## src/sv/rcwt_pkg.sv

```systemverilog
// shared types and constants for the raycast wall texture column unit
package rcwt_pkg;

   // request kinds carried on the request tuser bit
   localparam logic CMD_LOAD  = 1'b0;
   localparam logic CMD_PIXEL = 1'b1;

   // configuration register indexes
   localparam logic [1:0] CSR_SCREEN_HEIGHT = 2'd0;
   localparam logic [1:0] CSR_TEXTURE_WIDTH = 2'd1;
   localparam logic [1:0] CSR_TEX_HEIGHT_LOG2 = 2'd2;

   // wall texture codes
   localparam logic [1:0] TEX_NORTH = 2'd0;
   localparam logic [1:0] TEX_SOUTH = 2'd1;
   localparam logic [1:0] TEX_WEST  = 2'd2;
   localparam logic [1:0] TEX_EAST  = 2'd3;

   // register reset values
   localparam logic [11:0] SCREEN_HEIGHT_RESET = 12'd480;
   localparam logic [10:0] TEXTURE_WIDTH_RESET = 11'd64;
   localparam logic [3:0]  TEX_HEIGHT_LOG2_RESET = 4'd6;

   localparam int DIV_STEPS = 32;

   typedef enum logic [2:0] {
      ST_IDLE,
      ST_MUL_HIT,
      ST_FRAC,
      ST_COL,
      ST_DIV_WAIT,
      ST_POS
   } seq_state_type;

   typedef struct packed {
      logic busy;
      logic done;
   } div_status_type;

endpackage

```

## src/sv/rcwt_divider.sv

```systemverilog
// restoring divider, one quotient bit per cycle, 32 by 16 bits
module rcwt_divider
   import rcwt_pkg::*;
(
   input  logic           clock,
   input  logic           reset,
   input  logic           start,
   input  logic [31:0]    dividend,
   input  logic [15:0]    divisor,
   output div_status_type status,
   output logic [31:0]    quotient
);

   logic [15:0] rem_ff, rem_in;
   logic [31:0] quo_ff, quo_in;
   logic [4:0]  count_ff, count_in;
   logic        busy_ff, busy_in;
   logic        done_ff, done_in;
   logic [16:0] trial;
   logic [16:0] diff;
   logic        fits;

   // a zero divisor always fits, so the quotient saturates to all ones
   assign trial = {rem_ff, quo_ff[31]};
   assign diff  = trial - {1'b0, divisor};
   assign fits  = trial >= {1'b0, divisor};

   always_comb begin
      rem_in   = rem_ff;
      quo_in   = quo_ff;
      count_in = count_ff;
      busy_in  = busy_ff;
      done_in  = 1'b0;
      if (start) begin
         rem_in   = '0;
         quo_in   = dividend;
         count_in = 5'(DIV_STEPS - 1);
         busy_in  = 1'b1;
      end else if (busy_ff) begin
         rem_in = fits ? diff[15:0] : trial[15:0];
         quo_in = {quo_ff[30:0], fits};
         count_in = count_ff - 5'd1;
         if (count_ff == '0) begin
            busy_in = 1'b0;
            done_in = 1'b1;
         end
      end
   end

   always_ff @(posedge clock) begin
      if (reset) begin
         busy_ff  <= 1'b0;
         done_ff  <= 1'b0;
         count_ff <= '0;
      end else begin
         busy_ff  <= busy_in;
         done_ff  <= done_in;
         count_ff <= count_in;
      end
      rem_ff <= rem_in;
      quo_ff <= quo_in;
   end

   assign status.busy = busy_ff;
   assign status.done = done_ff;
   assign quotient    = quo_ff;

endmodule

```

## src/sv/raycast_wall_texture_column_unit.sv

```systemverilog
// raycast wall texture column unit: column setup sequencer and pixel stepper
// pixel request: result registered in the cycle after acceptance, one pixel per cycle while the result is not stalled
// column load request: no result, request side held off while the setup runs and the
//   32-step restoring divider forms the texture step
// the output register lets a pixel request be taken while the previous result drains
// reset (synchronous, active high) clears all column state and restores register defaults
module raycast_wall_texture_column_unit
   import rcwt_pkg::*;
(
   input  logic         clock,
   input  logic         reset,
   // request channel
   input  logic         req_tvalid,
   output logic         req_tready,
   // viewer_x[23:0] viewer_y[47:24] ray_x[63:48] ray_y[79:64] distance[103:80]
   // side_hit[104] first_row[116:105] end_row[129:117] slice_height[145:130]
   // column_in[157:146] zero[159:158]
   input  logic [159:0] req_tdata,
   input  logic         req_tuser,   // command[0]
   // result channel
   output logic         rsp_tvalid,
   input  logic         rsp_tready,
   // column_out[11:0] row_out[23:12] texture_select[25:24] texel_column[35:26]
   // texel_row[45:36] zero[47:46]
   output logic [47:0]  rsp_tdata,
   output logic         rsp_tlast,   // last_pixel
   // configuration write channel
   input  logic         csr_valid,
   output logic         csr_ready,
   input  logic [1:0]   csr_index,
   input  logic [11:0]  csr_data
);

   // configuration registers
   logic [11:0] screen_height_ff;
   logic [10:0] texture_width_ff;
   logic [3:0]  tex_height_log2_ff;

   // sequencer
   seq_state_type state_ff, state_in;

   // captured column load request
   logic [15:0] view_x_lo_ff, view_y_lo_ff;
   logic signed [15:0] ray_x_ff, ray_y_ff;
   logic [23:0] dist_ff;
   logic        side_ff;
   logic [11:0] first_ff;
   logic [12:0] end_ff;
   logic [15:0] slice_h_ff;
   logic [11:0] col_load_ff;

   // setup intermediates
   logic [29:0] prod_lo_ff, prod_lo_in;
   logic [29:0] frac_ff, frac_in;
   logic signed [17:0] offset_ff, offset_in;
   logic [1:0]  sel_load_ff, sel_load_in;
   logic        mirror_ff, mirror_in;

   // column state
   logic [11:0] cur_column_ff, cur_column_in;
   logic [11:0] cur_row_ff, cur_row_in;
   logic [12:0] stop_row_ff, stop_row_in;
   logic [1:0]  side_choice_ff, side_choice_in;
   logic [9:0]  tex_column_ff, tex_column_in;
   logic [39:0] tex_position_ff, tex_position_in;
   logic [31:0] tex_increment_ff, tex_increment_in;

   // result register
   logic        rsp_valid_ff, rsp_valid_in;
   logic [45:0] rsp_data_ff, rsp_data_in;
   logic        rsp_last_ff, rsp_last_in;

   // divider
   logic           div_start;
   logic [31:0]    div_dividend;
   div_status_type div_status;
   logic [31:0]    div_quotient;

   logic        req_accept;
   logic        load_accept;
   logic        pixel_accept;
   logic        pixel_live;
   logic        pixel_last;
   logic [9:0]  row_mask;
   logic signed [31:0] mul_a;
   logic signed [32:0] mul_b;
   logic signed [64:0] mul_prod;
   logic [10:0] tcol_raw;
   logic [10:0] tcol_mirror;
   logic signed [15:0] ray_pick;
   logic [15:0] view_pick;

   assign csr_ready    = 1'b1;
   assign req_tready   = (state_ff == ST_IDLE) && (!rsp_valid_ff || rsp_tready);
   assign req_accept   = req_tvalid && req_tready;
   assign load_accept  = req_accept && (req_tuser == CMD_LOAD);
   assign pixel_accept = req_accept && (req_tuser == CMD_PIXEL);

   // configuration writes, indexes past the list are dropped
   always_ff @(posedge clock) begin
      if (reset) begin
         screen_height_ff   <= SCREEN_HEIGHT_RESET;
         texture_width_ff   <= TEXTURE_WIDTH_RESET;
         tex_height_log2_ff <= TEX_HEIGHT_LOG2_RESET;
      end else if (csr_valid && csr_ready) begin
         case (csr_index)
            CSR_SCREEN_HEIGHT:   screen_height_ff   <= csr_data;
            CSR_TEXTURE_WIDTH:   texture_width_ff   <= csr_data[10:0];
            CSR_TEX_HEIGHT_LOG2: tex_height_log2_ff <= csr_data[3:0];
            default: ;
         endcase
      end
   end

   // texture step: (2^log2 << 16) / slice_height, starts with the load request
   assign div_start    = load_accept;
   assign div_dividend = 32'd1 << (5'(tex_height_log2_ff) + 5'd16);

   // divisor comes from the captured slice height, held for the whole division
   rcwt_divider u_divider (
      .clock    (clock),
      .reset    (reset),
      .start    (div_start),
      .dividend (div_dividend),
      .divisor  (slice_h_ff),
      .status   (div_status),
      .quotient (div_quotient)
   );

   // capture the load request
   always_ff @(posedge clock) begin
      if (load_accept) begin
         view_x_lo_ff <= req_tdata[15:0];
         view_y_lo_ff <= req_tdata[39:24];
         ray_x_ff     <= $signed(req_tdata[63:48]);
         ray_y_ff     <= $signed(req_tdata[79:64]);
         dist_ff      <= req_tdata[103:80];
         side_ff      <= req_tdata[104];
         first_ff     <= req_tdata[116:105];
         end_ff       <= req_tdata[129:117];
         slice_h_ff   <= req_tdata[145:130];
         col_load_ff  <= req_tdata[157:146];
      end
   end

   // hit coordinate only needs its low 30 bits (the fraction in Q.30)
   assign ray_pick  = side_ff ? ray_x_ff : ray_y_ff;
   assign view_pick = side_ff ? view_x_lo_ff : view_y_lo_ff;

   // one signed multiplier shared by the setup steps
   // hit: distance * ray, column: fraction * width, start: offset * step
   always_comb begin
      mul_a = '0;
      mul_b = '0;
      case (state_ff)
         ST_MUL_HIT: begin
            mul_a = {{16{ray_pick[15]}}, ray_pick};
            mul_b = {9'd0, dist_ff};
         end
         ST_COL: begin
            mul_a = {2'd0, frac_ff};
            mul_b = {22'd0, texture_width_ff};
         end
         ST_POS: begin
            mul_a = {{14{offset_ff[17]}}, offset_ff};
            mul_b = {1'b0, div_quotient};
         end
         default: begin
            mul_a = '0;
            mul_b = '0;
         end
      endcase
   end

   assign mul_prod = mul_a * mul_b;

   // texture column: (fraction * width) >> 30
   assign tcol_raw    = mul_prod[40:30];
   assign tcol_mirror = texture_width_ff - tcol_raw - 11'd1;

   // row mask, saturates at ten bits for tall textures
   assign row_mask = (tex_height_log2_ff >= 4'd10) ? '1
                   : 10'((11'd1 << tex_height_log2_ff) - 11'd1);

   assign pixel_live = {1'b0, cur_row_ff} < stop_row_ff;
   assign pixel_last = ({1'b0, cur_row_ff} + 13'd1) >= stop_row_ff;

   always_comb begin
      state_in         = state_ff;
      prod_lo_in       = prod_lo_ff;
      frac_in          = frac_ff;
      offset_in        = offset_ff;
      sel_load_in      = sel_load_ff;
      mirror_in        = mirror_ff;
      cur_column_in    = cur_column_ff;
      cur_row_in       = cur_row_ff;
      stop_row_in      = stop_row_ff;
      side_choice_in   = side_choice_ff;
      tex_column_in    = tex_column_ff;
      tex_position_in  = tex_position_ff;
      tex_increment_in = tex_increment_ff;
      rsp_valid_in     = rsp_valid_ff && !rsp_tready;
      rsp_data_in      = rsp_data_ff;
      rsp_last_in      = rsp_last_ff;

      case (state_ff)
         ST_IDLE: begin
            if (load_accept) begin
               state_in = ST_MUL_HIT;
            end else if (pixel_accept && pixel_live) begin
               rsp_valid_in = 1'b1;
               rsp_data_in  = {tex_position_ff[25:16] & row_mask, tex_column_ff,
                               side_choice_ff, cur_row_ff, cur_column_ff};
               rsp_last_in  = pixel_last;
               tex_position_in = tex_position_ff + {8'd0, tex_increment_ff};
               if (pixel_last) begin
                  stop_row_in = '0;
               end else begin
                  cur_row_in = cur_row_ff + 12'd1;
               end
            end
         end
         ST_MUL_HIT: begin
            prod_lo_in = mul_prod[29:0];
            state_in   = ST_FRAC;
         end
         ST_FRAC: begin
            frac_in   = {view_pick, 14'd0} + prod_lo_ff;
            offset_in = $signed({6'd0, first_ff}) - $signed({7'd0, screen_height_ff[11:1]})
                      + $signed({3'd0, slice_h_ff[15:1]});
            // quadrant of the ray picks the wall face
            if (ray_x_ff <= 0 && ray_y_ff <= 0) begin
               sel_load_in = side_ff ? TEX_WEST : TEX_NORTH;
            end else if (ray_x_ff >= 0 && ray_y_ff >= 0) begin
               sel_load_in = side_ff ? TEX_EAST : TEX_SOUTH;
            end else if (ray_x_ff >= 0 && ray_y_ff <= 0) begin
               sel_load_in = side_ff ? TEX_WEST : TEX_SOUTH;
            end else begin
               sel_load_in = side_ff ? TEX_EAST : TEX_NORTH;
            end
            mirror_in = (side_ff && ray_y_ff < 0) || (!side_ff && ray_x_ff > 0);
            state_in  = ST_COL;
         end
         ST_COL: begin
            tex_column_in = mirror_ff ? tcol_mirror[9:0] : tcol_raw[9:0];
            state_in      = ST_DIV_WAIT;
         end
         ST_DIV_WAIT: begin
            if (div_status.done) begin
               state_in = ST_POS;
            end
         end
         ST_POS: begin
            // starting texture position, kept modulo 2^40
            tex_increment_in = div_quotient;
            tex_position_in  = mul_prod[39:0];
            side_choice_in   = sel_load_ff;
            cur_column_in    = col_load_ff;
            cur_row_in       = first_ff;
            stop_row_in      = end_ff;
            state_in         = ST_IDLE;
         end
         default: begin
            state_in = ST_IDLE;
         end
      endcase
   end

   always_ff @(posedge clock) begin
      if (reset) begin
         state_ff         <= ST_IDLE;
         rsp_valid_ff     <= 1'b0;
         cur_column_ff    <= '0;
         cur_row_ff       <= '0;
         stop_row_ff      <= '0;
         side_choice_ff   <= '0;
         tex_column_ff    <= '0;
         tex_position_ff  <= '0;
         tex_increment_ff <= '0;
      end else begin
         state_ff         <= state_in;
         rsp_valid_ff     <= rsp_valid_in;
         cur_column_ff    <= cur_column_in;
         cur_row_ff       <= cur_row_in;
         stop_row_ff      <= stop_row_in;
         side_choice_ff   <= side_choice_in;
         tex_column_ff    <= tex_column_in;
         tex_position_ff  <= tex_position_in;
         tex_increment_ff <= tex_increment_in;
      end
      prod_lo_ff  <= prod_lo_in;
      frac_ff     <= frac_in;
      offset_ff   <= offset_in;
      sel_load_ff <= sel_load_in;
      mirror_ff   <= mirror_in;
      rsp_data_ff <= rsp_data_in;
      rsp_last_ff <= rsp_last_in;
   end

   assign rsp_tvalid = rsp_valid_ff;
   assign rsp_tdata  = {2'b00, rsp_data_ff};
   assign rsp_tlast  = rsp_last_ff;

endmodule

```

## config.mk

```make
export PLATFORM = sky130hd
export DESIGN_NAME = raycast_wall_texture_column_unit
export DESIGN_NICKNAME = d
export VERILOG_FILES = /design/src/sv/rcwt_pkg.sv /design/src/sv/rcwt_divider.sv /design/src/sv/raycast_wall_texture_column_unit.sv
export SDC_FILE = /design/constraint.sdc
export NUM_CORES = 2
export LEC_CHECK = 0
export BUFFER_PORTS_ARGS = -buffer_cell sky130_fd_sc_hd__clkbuf_2
export CAP_MARGIN = 40
export CORE_ASPECT_RATIO = 0.8
export CORE_MARGIN = 10
export CORE_UTILIZATION = 34
export DETAILED_ROUTE_END_ITERATION = 6
export PLACE_DENSITY = 0.53
export SYNTH_ARGS = -nofsm -noshare
export SYNTH_HDL_FRONTEND = slang
export SYNTH_SLANG_ARGS = --single-unit
```

## constraint.sdc

```tcl
create_clock -name clock -period 29.4 [get_ports clock]
set_input_delay 0 -clock clock [delete_from_list [all_inputs] [get_ports clock]]
set_output_delay 0 -clock clock [all_outputs]
set_load 0.005 [all_outputs]
```

# ---- Yosys cells after proc, flatten, opt, wreduce, memory -nomap -nowiden
# Index checks and enable logic that the tools add are counted.
dict set report word_totals {
  ff_bits 477
  out_inout_bits 52
}
dict set report classes {
  add_sub_neg 12
  multipliers 1
  order_cmp 10
  n_eq_ne 13
  shifts 2
  mux 39
  bitwise 4
  n_reduce_logical 30
}
# operator n
set ops {}
lappend ops {{$pmux W32 S3} 2}
lappend ops {{$mux W40} 2}
lappend ops {{$pmux W40 S2} 1}
lappend ops {{$mux W32} 2}
lappend ops {{$mux W16} 3}
lappend ops {{$add A40 B32 Y40} 1}
lappend ops {{$mul A32 B33 Y40} 1}
lappend ops {{$mux W13} 3}
lappend ops {{$mux W12} 3}
lappend ops {{$ge A16 B1 Y1 const B} 2}
lappend ops {{$le A16 B1 Y1 const B} 2}
lappend ops {{$shl A1 B5 Y32 const A} 1}
lappend ops {{$add A30 B30 Y30} 1}
lappend ops {{$pmux W13 S2} 1}
lappend ops {{$pmux W12 S2} 1}
lappend ops {{$mux W10} 2}
lappend ops {{$sub A10 B1 Y10 const B} 2}
lappend ops {{$add A13 B16 Y17} 1}
lappend ops {{$ge A17 B16 Y1} 1}
lappend ops {{$gt A16 B1 Y1 const B} 1}
lappend ops {{$lt A16 B1 Y1 const B} 1}
lappend ops {{$sub A16 B16 Y16} 1}
lappend ops {{$pmux W3 S5} 1}
lappend ops {{$mux W2} 7}
lappend ops {{other kinds (33)} 68}

# ---- Logic depth before layout (Yosys ltp)
dict set report logic_depth {
  word_depth 9
  mapped_depth 45
}

# ---- By module
# Synthesis repeated with hierarchy kept, for this count alone.
dict set report hier_totals {
  hier_cells 4604
  hier_area_um2 44408.8
}
# mod instances cells_per_inst area_each_um2
set modules_own_cells {}
lappend modules_own_cells {raycast_wall_texture_column_unit 1 4284 41093.2}
lappend modules_own_cells {rcwt_divider 1 320 3315.7}

# ---- Worst setup path before layout
# No wires, ideal clock.
dict set report synth_timing {
  path_type {flip-flop to flip-flop}
  from {register state_ff[1]}
  to {register tex_column_ff[9]}
  t_arrival_ps 10537
  required_ps 29275
  slack_ps 18738
  stages_incl_launch_ff 39
  n_path_buf 2
  period_less_slack_ps 10662
  path_cell_list {dfxtp_1 -> buf_2 -> nand2b_1 -> nor2_1 -> a22o_1 -> a21o_1 -> clkbuf_1 -> nand2_1 -> fa_1 -> inv_1 -> fa_1 -> inv_1 -> fa_1 -> inv_1 -> fa_1 -> inv_1 -> fa_1 -> inv_1 -> [3 not listed] -> ha_1 -> a21oi_1 -> o21ai_0 -> nor3_1 -> a211o_1 -> nand2b_1 -> a21o_1 -> a21oi_1 -> xor2_1 -> ha_1 -> a21o_1 -> a21oi_1 -> o21ai_0 -> o311ai_1 -> nand3_1 -> xnor2_1 -> a211oi_1 -> nor3_2}
}
dict set report synth_between {
  elab_chain_cells 6
  elab_cells_between_ends 9
}
# element line_no
set synth_rtl {}
lappend synth_rtl {{start: declaration} raycast_wall_texture_column_unit.sv:40} ;# seq_state_type state_ff, state_in;
lappend synth_rtl {{start signal: assignment} raycast_wall_texture_column_unit.sv:281} ;# state_ff <= state_in;
lappend synth_rtl {{$eq A3 B3 Y1 (tied with other cells)} raycast_wall_texture_column_unit.sv:155} ;# case (state_ff)
lappend synth_rtl {{$pmux W32 S3} raycast_wall_texture_column_unit.sv:155}
lappend synth_rtl {{$mul A32 B33 Y40} raycast_wall_texture_column_unit.sv:175} ;# assign mul_prod = mul_a * mul_b;
lappend synth_rtl {{$sub A10 B10 Y10} raycast_wall_texture_column_unit.sv:179} ;# assign tcol_mirror = texture_width_ff - tcol_raw - 11'd1;
lappend synth_rtl {{$sub A10 B1 Y10} raycast_wall_texture_column_unit.sv:179}
lappend synth_rtl {{$mux W10} raycast_wall_texture_column_unit.sv:245} ;# tex_column_in = mirror_ff ? tcol_mirror[9:0] : tcol_raw[9:0];
lappend synth_rtl {{end signal: assignment} raycast_wall_texture_column_unit.sv:287} ;# tex_column_ff <= tex_column_in;
lappend synth_rtl {{end: declaration} raycast_wall_texture_column_unit.sv:64} ;# logic [9:0] tex_column_ff, tex_column_in;
# Several ways; a longest one is shown, not always the timed one.
# A chain may end at the register's enable or synchronous reset.

# ---- Worst setup path after layout
# Ends and elaborated chain as after synthesis.

==> summary.txt <==
Util after Layout -> 39.4%
Filler instances -> 12.9k
CP max FO -> 30
Final critical delay including setup and external delays -> 12,410 ps
Power share of the sequential group -> 42.2%
Startpoint type of the worst setup path -> flip-flop
Reported max-cap violation count -> 0
Overall routing resource usage -> 20.1%
Power consumption -> 0.00180 W
Critical Path Sink Type -> flip-flop
Initial antenna violation count -> 6
Cell Rows -> 118
Sum of negative setup slack -> 0 ps
Hold/Removal Path Class -> input port to flip-flop
Fraction of layout instances using a drive strength above 1 -> 9.29%
Static power due to leakage -> 22.4 nW
I/O Buffers -> 210
Worst Setup Path Type -> flip-flop to flip-flop
Async SR Flop Fraction -> 0%
Placed instance area -> 0.0478 mm²
Area of the die -> 0.146 mm²
Post-synthesis cell count -> 4,664
Pin slew with the least headroom to its limit -> 939 ps
Remaining antenna violation count after routing -> 0
Slowest stage cell on the critical path -> nor4_4
Switching Share -> 31.7%
Highest cell delay on the worst timing path -> 820 ps
Internal power component -> 0.00123 W
Clock buffer count from CTS -> 45
Pin count of the biggest net entering global routing -> 73
Total gr overflow -> 0
Clock latency on the worst-skew pair -> 640 ps
Final setup violation count -> 0
Vias in the first global route -> 34.3k
First-pass GRT wire length -> 222,000 µm
EDFF count, synth -> 301
Amount of wire on met3 after detailed routing -> 12,700 µm
Die height -> 344 µm
M1 wire length -> 68,200 µm
Critical Path AT -> 12,910 ps
Final Hold Violating Endpoints -> 0
Number of top-level pins -> 232
Initial standard-cell utilization of the core -> 34.3%
Final critical-path share of the clock period -> 42.2%
Final design area excluding fillers -> 0.0511 mm²
Clock transition at path regs -> 70 ps
Number of synthesis warnings -> 0
R2r startpoint -> state_ff[1]
Pwr Density -> 35.2 mW/mm²
Maximum VDD drop -> 46.5 µV
RSZ-0062 raised after global routing -> false
Cells resized by post-CTS repair -> 0
CTS tree -> built
Primary flip-flop cell chosen by synthesis mapping -> edfxtp_1
Status -> finished, final reports clean
Syn avg cell area -> 9.55 µm²
Sink Count -> 455
Rel. slew slack -> 37.4%
Final estimated routing congestion in global placement -> 0.919
Peak Freq -> 80.6 MHz
Number of cells on the worst reg-to-reg path -> 40
Cell Area, Synth -> 0.0446 mm²
Number of unique standard cell types used by synthesis -> 89
Syn-to-layout area delta -> 14.7%
Post-CTS setup buffer count -> 0
Clock power frac -> 35.1%
CORE AREA -> 0.130 mm²
Number of nets in the layout -> 6,077
Net switching power -> 0.000569 W
Proportion of synthesized chip area in sequential cells -> 27.2%
Max H-tree Level -> 2
First-pass detailed-route iteration total -> 5
Hold WS -> 77.9 ps
Die outline width -> 425 µm
Routed len/inst -> 21.9 µm
Top Metal Used -> met4
Clock root buffer master -> clkbuf_16
Half-perimeter wire length after detailed placement -> 118,000 µm
Critical Path End -> tex_column_ff[9]
Worst clock skew on the final layout -> 40.4 ps
DRC Markers -> 0
Most numerous cell on the critical path -> fa_1
Combinational power share -> 22.7%
Vias per cell -> 4.99
WL met2 -> 62,000 µm
Via count of the routed design -> 33.7k
DRC violation total after the first TritonRoute iteration -> 2,638
Maximum buffer depth of the clock tree -> 3
Worst Path Required -> 29,900 ps
Wirelength, routed -> 148,000 µm
R2r setup slk -> 16,990 ps
Launching instance or port of the critical path -> state_ff[1]
Final Max Tran Viols -> 0
Count of state elements after synthesis -> 455
Critical register-to-register path endpoint -> tex_column_ff[9]
-- cells by family after synthesis --
| logic type | after synthesis | share of synthesized area [%] |
|---|---|---|
| simple gates | 1430 | 13.4 |
| buf+inv | 1000 | 8.52 |
| xor+xnor | 164 | 3.27 |
| flops | 455 | 27.2 |
| compound gates | 583 | 8.51 |
| mux | 108 | 2.52 |
| other cells | 2 | 0.0169 |
| fa+ha+maj | 922 | 36.5 |
-- cell type report --
type	instances	area, µm²	area share [%]
clock inverters	27	350	0.686
flip-flops and latches	455	12100	23.7
multi-input cells	3210	28700	56.2
inverters	794	2990	5.84
clock buffers	57	1240	2.43
well taps	1740	2180	4.26
repair buffers	471	3510	6.88
diodes	4	10.0	0.0196
-- synthesized netlist by cell type, types with 11 or more instances --
cell	count	share of area, %
inv_1	792	6.7
fa_1	632	28
nand2_1	610	5.1
nor2_1	562	4.7
edfxtp_1	301	20
ha_1	288	8.1
a21oi_1	197	2.2
clkbuf_1	171	1.4
dfxtp_1	154	6.9
xnor2_1	122	2.4
o21ai_0	108	1.2
mux2i_1	74	1.7
and2_1	51	0.72
a21o_1	44	0.74
nand3_1	44	0.49
xor2_1	40	0.79
nor3_1	37	0.42
a211oi_1	35	0.59
mux2_2	33	0.83
o21a_1	31	0.52
nand2b_1	23	0.32
nor2b_1	21	0.29
and3_1	20	0.28
a22oi_1	17	0.29
o21bai_1	17	0.29
o31ai_1	16	0.27
a21boi_0	15	0.25
buf_1	14	0.12
buf_2	14	0.16
nor4_1	14	0.20
o211ai_1	14	0.24
a31oi_1	11	0.15
nand4_1	11	0.15
or3_1	11	0.15
-- registers in the layout (all words and copies together) (netlist names), 17 cells and up --
register            count
offset_ff              17
tex_position_ff        26
prod_lo_ff             30
frac_ff                30
dist_ff                24
rsp_data_ff            46
u_divider.quotient     32
tex_increment_ff       26
-- cell usage in the layout, fill, tap and decap left out, types with 23 or more instances in the layout --
cell,netlist,layout
nand2_1,610,609
edfxtp_1,301,301
nand3_1,44,44
inv_1,792,791
clkbuf_2,1,209
mux2_2,33,33
a21oi_1,197,195
o21ai_0,108,101
fa_1,632,632
nor2_1,562,560
dlygate4sd3_1,0,173
o21a_1,31,31
xnor2_1,122,122
clkbuf_16,0,46
mux2i_1,74,74
ha_1,288,288
and2_1,51,51
nor3_1,37,37
a211oi_1,35,35
buf_4,6,81
xor2_1,40,40
dfxtp_1,154,151
a21o_1,44,44
nand2b_1,23,23
-- worst max-delay path: cells and delay by family, from the launching register on --
family | cells | cell delay (ps)
fa+ha+maj | 10 | 4620
simple gates | 6 | 1660
flops | 1 | 780
compound gates | 14 | 3560
xor+xnor | 2 | 480
buf+inv | 8 | 1090
-- metrics by stage --
stage,worst slack [ps],instances
2_1_floorplan,18740,4665
3_3_place_gp,17290,6476
3_5_place_dp,17300,6496
4_1_cts,17270,6753
5_1_grt,16420,6756
6_report,16990,6758
-- how the worst min path moves through the flow --
stage,from,endpoint,cells past startpoint
CTS,req_tdata[115],first_ff[10],2
finish,req_tdata[96],dist_ff[16],2
detailed placement,req_tdata[65],ray_y_ff[1],1
global placement,req_tdata[156],col_load_ff[10],1
global route,req_tdata[136],slice_h_ff[6],2
floorplan,req_tdata[146],col_load_ff[0],0
-- power by group through the flow --
stage	Sequential, W	Clock (W)	Combinational, W
after floorplan	0.000755	0	0.000249
after global placement	0.000771	0	0.000376
after detailed placement	0.000771	0	0.000385
after CTS	0.000758	0.000644	0.000406
after global routing	0.000761	0.000668	0.000446
final	0.000758	0.000631	0.000408
-- repair_timing --
action                                  in CTS  in global routing
endpoints found under the setup margin       0                  0
hold buffers                               173                  0
endpoints found under the hold margin      193                  0
-- metal layers --
layer  track usage [%]  vias up
met3              4.58      180
li1                  -    15400
met5                 0        -
met1              29.1    17000
met4              5.76        0
met2              29.8     1194
No activity file was read; power rests on OpenSTA's default activity.
